**src/sv/ghcc_pkg.sv**
```systemverilog
// ----------------------------------------------------------------------------
// ghcc_pkg
// Shared types, constants and calendar functions for the hour calendar counter.
// ----------------------------------------------------------------------------
package ghcc_pkg;

  typedef enum logic {
    MODE_TICK = 1'b0,
    MODE_LOAD = 1'b1
  } ghcc_mode_e;

  localparam int unsigned HourW  = 5;
  localparam int unsigned DayW   = 5;
  localparam int unsigned MonthW = 4;
  localparam int unsigned YearW  = 16;

  localparam logic [HourW-1:0]  HourLast  = 5'd23;
  localparam logic [MonthW-1:0] MonthJan  = 4'd1;
  localparam logic [MonthW-1:0] MonthFeb  = 4'd2;
  localparam logic [MonthW-1:0] MonthApr  = 4'd4;
  localparam logic [MonthW-1:0] MonthJun  = 4'd6;
  localparam logic [MonthW-1:0] MonthSep  = 4'd9;
  localparam logic [MonthW-1:0] MonthNov  = 4'd11;
  localparam logic [MonthW-1:0] MonthDec  = 4'd12;
  localparam logic [YearW-1:0]  YearFirst = 16'd1;
  localparam logic [YearW-1:0]  YearLast  = 16'hFFFF;

  // divisibility by 25 through the multiplicative inverse modulo 2^k
  localparam logic [13:0] Inv25W14 = 14'd7209;
  localparam logic [13:0] Lim25W14 = 14'd655;
  localparam logic [11:0] Inv25W12 = 12'd3113;
  localparam logic [11:0] Lim25W12 = 12'd163;

  typedef struct packed {
    logic [YearW-1:0]  year;
    logic [MonthW-1:0] month;
    logic [DayW-1:0]   day;
    logic [HourW-1:0]  hour;
    logic              leap;
  } ghcc_date_t;

  typedef struct packed {
    logic [YearW-1:0]  year;
    logic [MonthW-1:0] month;
    logic [DayW-1:0]   day;
    logic [HourW-1:0]  hour;
  } ghcc_load_t;

  function automatic logic leap_year(input logic [YearW-1:0] y);
    logic [13:0] p100;
    logic [11:0] p400;
    logic        div4;
    logic        div100;
    logic        div400;
    p100   = y[15:2] * Inv25W14;
    p400   = y[15:4] * Inv25W12;
    div4   = (y[1:0] == 2'd0);
    div100 = div4 && (p100 <= Lim25W14);
    div400 = (y[3:0] == 4'd0) && (p400 <= Lim25W12);
    return (div4 && !div100) || div400;
  endfunction

  function automatic logic [DayW-1:0] month_length(input logic [MonthW-1:0] m,
                                                   input logic              leap);
    logic [DayW-1:0] len;
    len = 5'd31;
    if (m == MonthFeb) begin
      len = leap ? 5'd29 : 5'd28;
    end else if (m == MonthApr || m == MonthJun || m == MonthSep || m == MonthNov) begin
      len = 5'd30;
    end
    return len;
  endfunction

endpackage

```
**src/sv/ghcc_step.sv**
```systemverilog
// ----------------------------------------------------------------------------
// ghcc_step
// Next-date logic: one-hour advance with rollovers, or a checked field load.
// ----------------------------------------------------------------------------
module ghcc_step (
  input  ghcc_pkg::ghcc_date_t date_i,
  input  logic                 mode_i,
  input  ghcc_pkg::ghcc_load_t load_i,
  output ghcc_pkg::ghcc_date_t date_o,
  output logic                 rejected_o
);
  import ghcc_pkg::*;

  logic              hour_roll;
  logic              day_roll;
  logic              month_roll;
  logic [YearW-1:0]  year_inc;
  logic [YearW-1:0]  year_sel;
  logic              leap_sel;
  logic              hour_ok;
  logic              day_ok;
  logic              month_ok;
  logic              year_ok;
  logic [MonthW-1:0] month_res;
  logic [DayW-1:0]   len_old;
  logic [DayW-1:0]   len_res;

  assign len_old    = month_length(date_i.month, date_i.leap);
  assign hour_roll  = (date_i.hour >= HourLast);
  assign day_roll   = (date_i.day >= len_old);
  assign month_roll = (date_i.month >= MonthDec);
  assign year_inc   = (date_i.year == YearLast) ? YearFirst : date_i.year + YearFirst;

  assign hour_ok  = (load_i.hour <= HourLast);
  assign year_ok  = (load_i.year != '0);
  assign month_ok = (load_i.month >= MonthJan) && (load_i.month <= MonthDec);

  // one leap unit: loaded year on a load (current year if the loaded one is rejected), following year on a tick
  assign year_sel  = (mode_i == MODE_LOAD) ? (year_ok ? load_i.year : date_i.year) : year_inc;
  assign leap_sel  = leap_year(year_sel);
  assign month_res = month_ok ? load_i.month : date_i.month;
  assign len_res   = month_length(month_res, leap_sel);
  assign day_ok    = (load_i.day != '0) && (load_i.day <= len_res);

  always_comb begin
    date_o     = date_i;
    rejected_o = 1'b0;
    unique case (mode_i)
      MODE_TICK: begin
        if (hour_roll) begin
          date_o.hour = '0;
          if (day_roll) begin
            date_o.day = 5'd1;
            if (month_roll) begin
              date_o.month = MonthJan;
              date_o.year  = year_inc;
              date_o.leap  = leap_sel;
            end else begin
              date_o.month = date_i.month + 4'd1;
            end
          end else begin
            date_o.day = date_i.day + 5'd1;
          end
        end else begin
          date_o.hour = date_i.hour + 5'd1;
        end
      end
      MODE_LOAD: begin
        if (hour_ok) date_o.hour = load_i.hour;
        date_o.year  = year_sel;
        date_o.leap  = leap_sel;
        date_o.month = month_res;
        if (day_ok) date_o.day = load_i.day;
        rejected_o = !(hour_ok && year_ok && month_ok && day_ok);
      end
      default: begin
        date_o     = date_i;
        rejected_o = 1'b0;
      end
    endcase
  end

endmodule

```
**src/sv/gregorian_hour_calendar_counter.sv**
```systemverilog
// ----------------------------------------------------------------------------
// gregorian_hour_calendar_counter
// Hour, day, month and year counter with Gregorian leap years and checked load.
//
//   channel  | dir | tdata                                     | tuser
//   s_axis   | in  | hour 5, day 5, month 4, year 16, pad 2     | mode
//   m_axis   | out | hour 5, day 5, month 4, year 16, leap, rej | -
//
// one request per cycle sustained while the output is not stalled
// input register, then next-date logic into the date/result register
// the date register doubles as the result register and only moves when free
// reset gives 00h on 1 January of year 1 and empties both stages
// an output stall holds the result and backs up into the input register
// ----------------------------------------------------------------------------
module gregorian_hour_calendar_counter (
  input  logic        clk_i,
  input  logic        rst_ni,
  input  logic        s_axis_tvalid_i,
  output logic        s_axis_tready_o,
  input  logic [31:0] s_axis_tdata_i,  // load_hour, load_day, load_month, load_year, zero pad
  input  logic        s_axis_tuser_i,  // mode
  output logic        m_axis_tvalid_o,
  input  logic        m_axis_tready_i,
  output logic [31:0] m_axis_tdata_o   // cur_hour, cur_day, cur_month, cur_year, is_leap,
                                       // load_rejected
);
  import ghcc_pkg::*;

  logic       in_vld_q;
  logic       in_mode_q;
  ghcc_load_t in_load_q;
  logic       out_vld_q;
  logic       rej_q;
  ghcc_date_t date_q;
  ghcc_date_t date_d;
  logic       rej_d;
  logic       advance;
  logic       in_take;

  assign advance         = in_vld_q && (!out_vld_q || m_axis_tready_i);
  assign s_axis_tready_o = !in_vld_q || advance;
  assign in_take         = s_axis_tvalid_i && s_axis_tready_o;

  ghcc_step u_step (
    .date_i     (date_q),
    .mode_i     (in_mode_q),
    .load_i     (in_load_q),
    .date_o     (date_d),
    .rejected_o (rej_d)
  );

  always_ff @(posedge clk_i or negedge rst_ni) begin
    if (!rst_ni) begin
      in_vld_q <= 1'b0;
    end else if (s_axis_tready_o) begin
      in_vld_q <= s_axis_tvalid_i;
    end
  end

  always_ff @(posedge clk_i) begin
    if (in_take) begin
      in_mode_q       <= s_axis_tuser_i;
      in_load_q.hour  <= s_axis_tdata_i[4:0];
      in_load_q.day   <= s_axis_tdata_i[9:5];
      in_load_q.month <= s_axis_tdata_i[13:10];
      in_load_q.year  <= s_axis_tdata_i[29:14];
    end
  end

  always_ff @(posedge clk_i or negedge rst_ni) begin
    if (!rst_ni) begin
      out_vld_q    <= 1'b0;
      rej_q        <= 1'b0;
      date_q.hour  <= '0;
      date_q.day   <= 5'd1;
      date_q.month <= MonthJan;
      date_q.year  <= YearFirst;
      date_q.leap  <= 1'b0;
    end else if (advance) begin
      out_vld_q <= 1'b1;
      rej_q     <= rej_d;
      date_q    <= date_d;
    end else if (m_axis_tready_i) begin
      out_vld_q <= 1'b0;
    end
  end

  assign m_axis_tvalid_o = out_vld_q;
  assign m_axis_tdata_o  = {rej_q, date_q.leap, date_q.year, date_q.month,
                            date_q.day, date_q.hour};

  a_month_range: assert property (@(posedge clk_i) disable iff (!rst_ni)
    (date_q.month >= MonthJan) && (date_q.month <= MonthDec))
    else $error("month register out of range");

  a_hour_range: assert property (@(posedge clk_i) disable iff (!rst_ni)
    date_q.hour <= HourLast)
    else $error("hour register out of range");

  a_year_nonzero: assert property (@(posedge clk_i) disable iff (!rst_ni)
    date_q.year != '0)
    else $error("year register is zero");

  a_tick_not_rejected: assert property (@(posedge clk_i) disable iff (!rst_ni)
    (advance && (in_mode_q == MODE_TICK)) |=> (out_vld_q && !rej_q))
    else $error("tick request flagged as rejected");

endmodule

```
**config.mk**
```make
export PLATFORM = sky130hd
export DESIGN_NAME = gregorian_hour_calendar_counter
export DESIGN_NICKNAME = d
export VERILOG_FILES = /design/src/sv/ghcc_pkg.sv /design/src/sv/ghcc_step.sv /design/src/sv/gregorian_hour_calendar_counter.sv
export SDC_FILE = /design/constraint.sdc
export NUM_CORES = 1
export LEC_CHECK = 0
export BUFFER_PORTS_ARGS = -buffer_cell sky130_fd_sc_hd__clkbuf_2
export CAP_MARGIN = 25
export CORE_ASPECT_RATIO = 0.9
export CORE_MARGIN = 2
export CORE_UTILIZATION = 60
export CTS_BUF_LIST = sky130_fd_sc_hd__clkbuf_4
export DETAILED_ROUTE_END_ITERATION = 10
export PLACE_DENSITY = 0.83
export SYNTH_ARGS = -nofsm -noshare
export SYNTH_HDL_FRONTEND = slang
export SYNTH_SLANG_ARGS = --single-unit
```
**constraint.sdc**
```tcl
create_clock -name clk_i -period 9.16 [get_ports clk_i]
set_clock_uncertainty 0.15 [all_clocks]
set_input_delay 0.916 -clock clk_i [delete_from_list [all_inputs] [get_ports clk_i]]
set_output_delay 0.916 -clock clk_i [all_outputs]
set_load 0.01 [all_outputs]
```
==> reports/metrics.yaml, run 1 <==
worst_slew_pin_slew_ns: 0.919
crit_family: "compound AO/OA/AOI/OAI gates"
synth_warnings: 0
grt_pass1_wl_mm: 19.5
max-cap-violations: 0
ir_drop_mv: 0.183
place_congestion: 0.899
hp-class: "register to register"
n_fill_cell: 681
period_minus_slack_ns: 7.77
start_util: 0.617
num_rows: 32
finish.utilization: 0.685
dp_hpwl_mm: 9.00
muxShareOfSynthArea: 0.00402
end_kind: "register"
postRouteAntennaNets: 0
fmax_mhz: 129
areaGrowthSynthToFinish_pct: 11.1
grt_max_degree: 35
register_area_sq_um: 1790
power_leakage_nw: 2.75
vias_per_cell: 5.86
cts_buffer_depth: 2
ys_ff_latch: 65
syn_area_per_cell_sq_um: 9.37
fp.dieH_microns: 93.0
hold_viol: 0
dpl_worst_slack_ns: 1.44
p_per_area_nw_per_um2: 366
setup_tns_ns: 0
timing.final.crit_share: 0.848
routed_wirelength_mm: 11.7
syn_inst: 564
io_pins: 71
multiInputGateArea_sq_um: 3160
first_global_vias: 4269
numCtsBuffers: 9
drt_pass1_iterations: 5
cts_root_buf: "clkbuf_4"
clkSlewWorstSetupHoldPaths_ns: 0.13
cp_slowest_stage_delay_ns: 0.75
cts_tree: "yes"
crit_top_cell: "ha_1"
drtIter0Drc: 192
setup_viol: 0
cts_setup_buffers: 0
slowest_stage: "o21ai_1"
drv_slew: 0
crit_buf_inv: 0
crit_path_start_kind: "register"
die-area_sq_um: 9580
ys_seq_area_frac: 0.338
avgRoutedWirePerCell_microns: 15.5
layout-drive-gt1-share: 0.157
worstSetupPathType: "register to register"
portBuffers: 68
fin_hold_ws_ns: 0.377
antenna_found_initial: 0
synth_top_family_by_area: "adder cells"
synth-simple-area-share: 0.138
vias: 4417
holdBufCountCts: 0
total_power_mw: 2.15
cp.required_ns: 9.32
synth_xor_area_frac: 0.0616
clk_latency_ns: 0.43
crit_fanout: 12
route.detailed.drc: 0
postCtsResizedCells: 0
synthFlopType: "edfxtp_1"
synth_compound_area_frac: 0.164
synth_edf_count: 31
grt-ovfl-total: 0
synthArstFlopShare: 0.523
antenna_cells: 0
core_sq_um: 8570
die_width_microns: 103
relSlewSlack: 0.387
clkSinkCount: 65
syn_area_sq_um: 5290
setup_slack_ns: 1.39
arrival_ns: 7.93
synthesis.nets: 688
htreeDepth: 3
outcome: "completed"
synth_adder_area_share: 0.230
nets: 754
gr-usage-all-layers: 0.261
rsz0062_at_grt: "false"
yosys.cell_types.count: 60
-- cell type report --
type | instances | area share
Inverter | 69 | 0.0441
Multi-Input combinational cell | 411 | 0.538
Tap cell | 119 | 0.0254
Sequential cell | 65 | 0.304
Clock buffer | 9 | 0.0115
Timing Repair Buffer | 74 | 0.0656
Clock inverter | 7 | 0.0117
-- synthesized netlist by cell type, drive strengths merged (8+ instances only) --
master,count,area (sq um)
ha,70,876
inv,69,259
nand2,57,214
a21oi,45,225
o21ai,33,165
dfrtp,31,776
edfxtp,31,931
xnor2,24,210
nor2,21,78.8
fa,17,340
nand3,15,80.1
o22ai,14,87.6
nor3,12,60.1
a211oi,10,85.1
clkbuf,10,40.0
buf,9,42.5
nand2b,8,50.1
xor2,8,70.1
-- worst register-to-register path: stages (launching register included) --
cell	delay (ns)
dfstp_2	0.62
ha_1	0.26
and3_2	0.28
nand4_2	0.16
o21ai_1	0.75
nand2b_1	0.20
nand2_1	0.05
a221o_1	0.44
ha_1	0.35
ha_1	0.32
ha_1	0.32
fa_1	0.51
ha_1	0.31
a21o_1	0.18
a21oi_1	0.22
o21ai_0	0.14
or3_1	0.31
a221oi_1	0.27
o21ai_0	0.23
a211oi_1	0.26
a21oi_1	0.11
ha_1	0.28
nand2_1	0.06
nand4_1	0.09
o22ai_1	0.10
a211o_1	0.43
o21ai_0	0.20
o21ai_0	0.10
-- registers in the layout, summed over array words and instances, names as in the netlist --
signal	cells
in_vld_q	1
m_axis_tvalid_o	1
in_load_q	30
in_mode_q	1
rej_q	1
m_axis_tdata_o	31
-- worst paths after layout --
kind	end	cells past startpoint	slack (ns)	from
setup / recovery	m_axis_tdata_o[9]	27	1.39	m_axis_tdata_o[14]
hold / removal	m_axis_tdata_o[5]	2	0.38	m_axis_tdata_o[5]
setup reg to reg	m_axis_tdata_o[9]	27	1.39	m_axis_tdata_o[14]
hold reg to reg	m_axis_tdata_o[5]	2	0.38	m_axis_tdata_o[5]
max in group asynchronous	m_axis_tdata_o[19]	1	7.82	rst_ni
min in group asynchronous	m_axis_tdata_o[7]	1	0.45	rst_ni
-- layout by cell type, fill, tap and decap left out, types with 14 or more instances in the layout --
cell type / n
ha_1: 70
edfxtp_1: 31
inv_1: 69
nand3_1: 14
nand2_1: 57
fa_1: 17
xnor2_1: 24
o22ai_1: 14
dfrtp_1: 31
clkbuf_2: 68
o21ai_0: 31
nor2_1: 21
a21oi_1: 45
-- where the power goes --
part | switching, mW | total (mW) | internal, mW
sequential | 0.129 | 0.513 | 0.384
clock | 0.114 | 0.197 | 0.0834
combinational | 0.771 | 1.44 | 0.670
total | 1.01 | 2.15 | 1.14
-- routing by layer --
metal / global-route usage / up-vias / routed length (microns)
li1: - / 2122 / -
met1: 0.341 / 2095 / 5020
met2: 0.443 / 176 / 5730
met3: 0.0501 / 24 / 683
met4: 0.0746 / 0 / 227
met5: 0 / - / 0
-- logic make-up after synthesis --
family                   after synthesis
AND/OR/NAND/NOR                      148
AO/OA/AOI/OAI                        140
buffers and inverters                 88
adder cells (fa/ha/maj)               87
flip-flops                            65
XOR/XNOR                              34
multiplexers                           2
-- per-stage QoR --
stage / cells / area, sq um
2_1_floorplan: 564 / 5290
3_3_place_gp: 737 / 5730
3_5_place_dp: 737 / 5730
4_1_cts: 753 / 5870
5_1_grt: 754 / 5870
6_report: 754 / 5870
(Power assumes the default switching activity.)
==> run 2, diff against run 1 <==
- clock period: 9.16 -> 7.2 ns (I/O delays scaled with it)
==> reports/metrics.yaml, run 2 (same netlist as run 1, synthesis figures left out) <==
outcome: "completed"  # unchanged
p_clk_frac: 0.089  # was 0.092
p_seq_frac: 0.232  # was 0.239
vias_per_cell: 5.80  # was 5.86
clkSlewWorstSetupHoldPaths_ns: 0.13  # about the same
worst_slew_pin_slew_ns: 0.637  # was 0.919 ns
setup_viol: 0  # unchanged
hold_viol: 0  # unchanged
timing.final.crit_share: 0.948  # was 0.848
place_congestion: 0.909  # was 0.899
crit_cells: 27  # unchanged
io_pins: 71  # unchanged
clkSinkCount: 65  # unchanged
cts_root_buf: "clkbuf_4"  # unchanged
crit_family: "adder cells"  # was compound AO/OA/AOI/OAI gates
swShare: 0.470  # was 0.471
areaGrowthSynthToFinish_pct: 13.5  # was 11.1%
max-cap-violations: 0  # unchanged
cp-startpoint: "m_axis_tdata_o[14]"  # unchanged
reg2reg_from: "m_axis_tdata_o[14]"  # unchanged
layout_commonest_cell: "ha_1"  # unchanged
cts_buffer_depth: 2  # unchanged
die-area_sq_um: 9580  # unchanged
crit_path_start_kind: "register"  # unchanged
grt-ovfl-total: 0  # unchanged
power_leakage_nw: 2.83  # was 2.75 nW
antenna_found_initial: 0  # unchanged
die_width_microns: 103  # unchanged
htreeDepth: 3  # unchanged
routed_wirelength_mm: 12.0  # was 11.7 mm
arrival_ns: 6.99  # was 7.93 ns
portBuffers: 68  # unchanged
period_minus_slack_ns: 6.82  # was 7.77 ns
p_per_area_nw_per_um2: 464  # was 366 nW/um^2
crit_fanout: 10  # was 12
nets: 767  # was 754
worstSetupPathType: "register to register"  # unchanged
cp_slowest_stage_delay_ns: 0.58  # was 0.75 ns
slowest_stage: "dfstp_2"  # was o21ai_1
numCtsBuffers: 9  # unchanged
drtIter0Drc: 246  # was 192
vias: 4448  # was 4417
hold_start: "s_axis_tdata_i[11]"  # was m_axis_tdata_o[5]
core_sq_um: 8570  # unchanged
antenna_cells: 0  # unchanged
hp-class: "primary input to register"  # was register to register
drt_pass1_iterations: 5  # unchanged
dp_hpwl_mm: 9.28  # was 9.00 mm
avgRoutedWirePerCell_microns: 15.6  # was 15.5 microns
fp.dieH_microns: 93.0  # unchanged
relSlewSlack: 0.575  # was 0.387
ir_drop_mv: 0.236  # was 0.183 mV
p_int_mw: 1.47  # was 1.14 mW
switchingPower_mw: 1.31  # was 1.01 mW
cp.required_ns: 7.36  # was 9.32 ns
layout_common_cells: "70 x ha_1, 69 x inv_1, 68 x clkbuf_2"  # unchanged
clk_latency_ns: 0.42  # was 0.43 ns
postRouteAntennaNets: 0  # unchanged
crit_top_cell: "ha_1"  # unchanged
crit_end: "m_axis_tdata_o[8]"  # was m_axis_tdata_o[9]
grt_max_degree: 35  # unchanged
start_util: 0.617  # unchanged
cts_tree: "yes"  # unchanged
reg2regPathDepth: 27  # unchanged
end_kind: "register"  # unchanged
largest_reg_flops: 31  # unchanged
design_area_sq_um: 6000  # was 5870 sq um
route.detailed.drc: 0  # unchanged
fin_hold_ws_ns: 0.310  # was 0.377 ns
layout-drive-gt1-share: 0.181  # was 0.157
p_comb_frac: 0.679  # was 0.670
gr-usage-all-layers: 0.268  # was 0.261
total_power_mw: 2.78  # was 2.15 mW
drv_slew: 0  # unchanged
num_rows: 32  # unchanged
fmax_mhz: 147  # was 129 MHz
grt_pass1_wl_mm: 19.8  # was 19.5 mm
rrSetupSlack_ns: 0.38  # was 1.39 ns
crit_buf_inv: 2  # was 0
dpl_cell_area_sq_um: 5790  # was 5730 sq um
first_global_vias: 4316  # was 4269
r2r_end: "m_axis_tdata_o[8]"  # was m_axis_tdata_o[9]
## run 2: worst reg2reg max path: stages (launching register included)
cell	delay (ns)
dfstp_2	0.58
ha_1	0.22
nand3_2	0.09
or4_4	0.53
and3_1	0.22
a21oi_1	0.39
ha_1	0.35
ha_1	0.30
ha_1	0.29
inv_1	0.07
fa_1	0.53
inv_1	0.04
ha_1	0.32
nor2b_1	0.15
o21ai_0	0.23
nor3b_1	0.22
nor2_1	0.06
a221oi_1	0.24
o21ai_1	0.16
a211oi_1	0.24
a21oi_1	0.10
ha_1	0.28
nand2_1	0.06
nand4_1	0.10
o22ai_1	0.10
a211o_2	0.42
o21ai_0	0.18
o21ai_0	0.11
## run 2: area by class of cell
type	instances	area, sq um
fillers	690	2570
multi-input cells	411	3170
flip-flops and latches	65	1790
repair buffers	87	498
clock inverters	7	70.1
well taps	119	149
inverters	69	259
clock buffers	9	67.6
## run 2: layer usage
| metal | GRT usage | part of all wire |
|---|---|---|
| met1 | 0.352 | 0.42 |
| met2 | 0.438 | 0.49 |
| met3 | 0.0583 | 0.075 |
| met4 | 0.0954 | 0.017 |
| met5 | 0 | 0 |
## run 2: how the worst min path moves through the flow
stage / end / slack [ns] / depth (start not counted)
after floorplan: in_vld_q / 0.27 / 0
after global placement: rej_q / 0.34 / 2
after detailed placement: rej_q / 0.34 / 2
after CTS: m_axis_tdata_o[8] / 0.27 / 1
after global routing: in_load_q[0] / 0.28 / 1
final: in_load_q[11] / 0.31 / 1
## run 2: repair_timing
item / 4_1_cts / 5_1_grt
hold buffers: 0 / 1
endpoints found under the hold margin: 0 / 1
setup endpoints to repair: 0 / 5
gates resized for setup: 0 / 6
setup buffers: 0 / 3
## run 2: power groups by stage
stage	Clock (mW)	Combinational (mW)	Sequential [mW]
after floorplan	0	1.38	0.642
after global placement	0	1.73	0.647
after detailed placement	0	1.85	0.652
after CTS	0.253	1.87	0.644
after global routing	0.269	2.14	0.666
final	0.248	1.89	0.647
## run 2: through the flow
stage / utilization / setup slack (ns) / cells / setup TNS, ns
global placement: 0.676 / 0.377 / 745 / 0
detailed placement: 0.676 / 0.215 / 745 / 0
finish: 0.700 / 0.377 / 767 / 0
CTS: 0.692 / 0.217 / 761 / 0
global route: 0.700 / -0.00254 / 767 / -0.00254
floorplan: - / 0.688 / 564 / 0
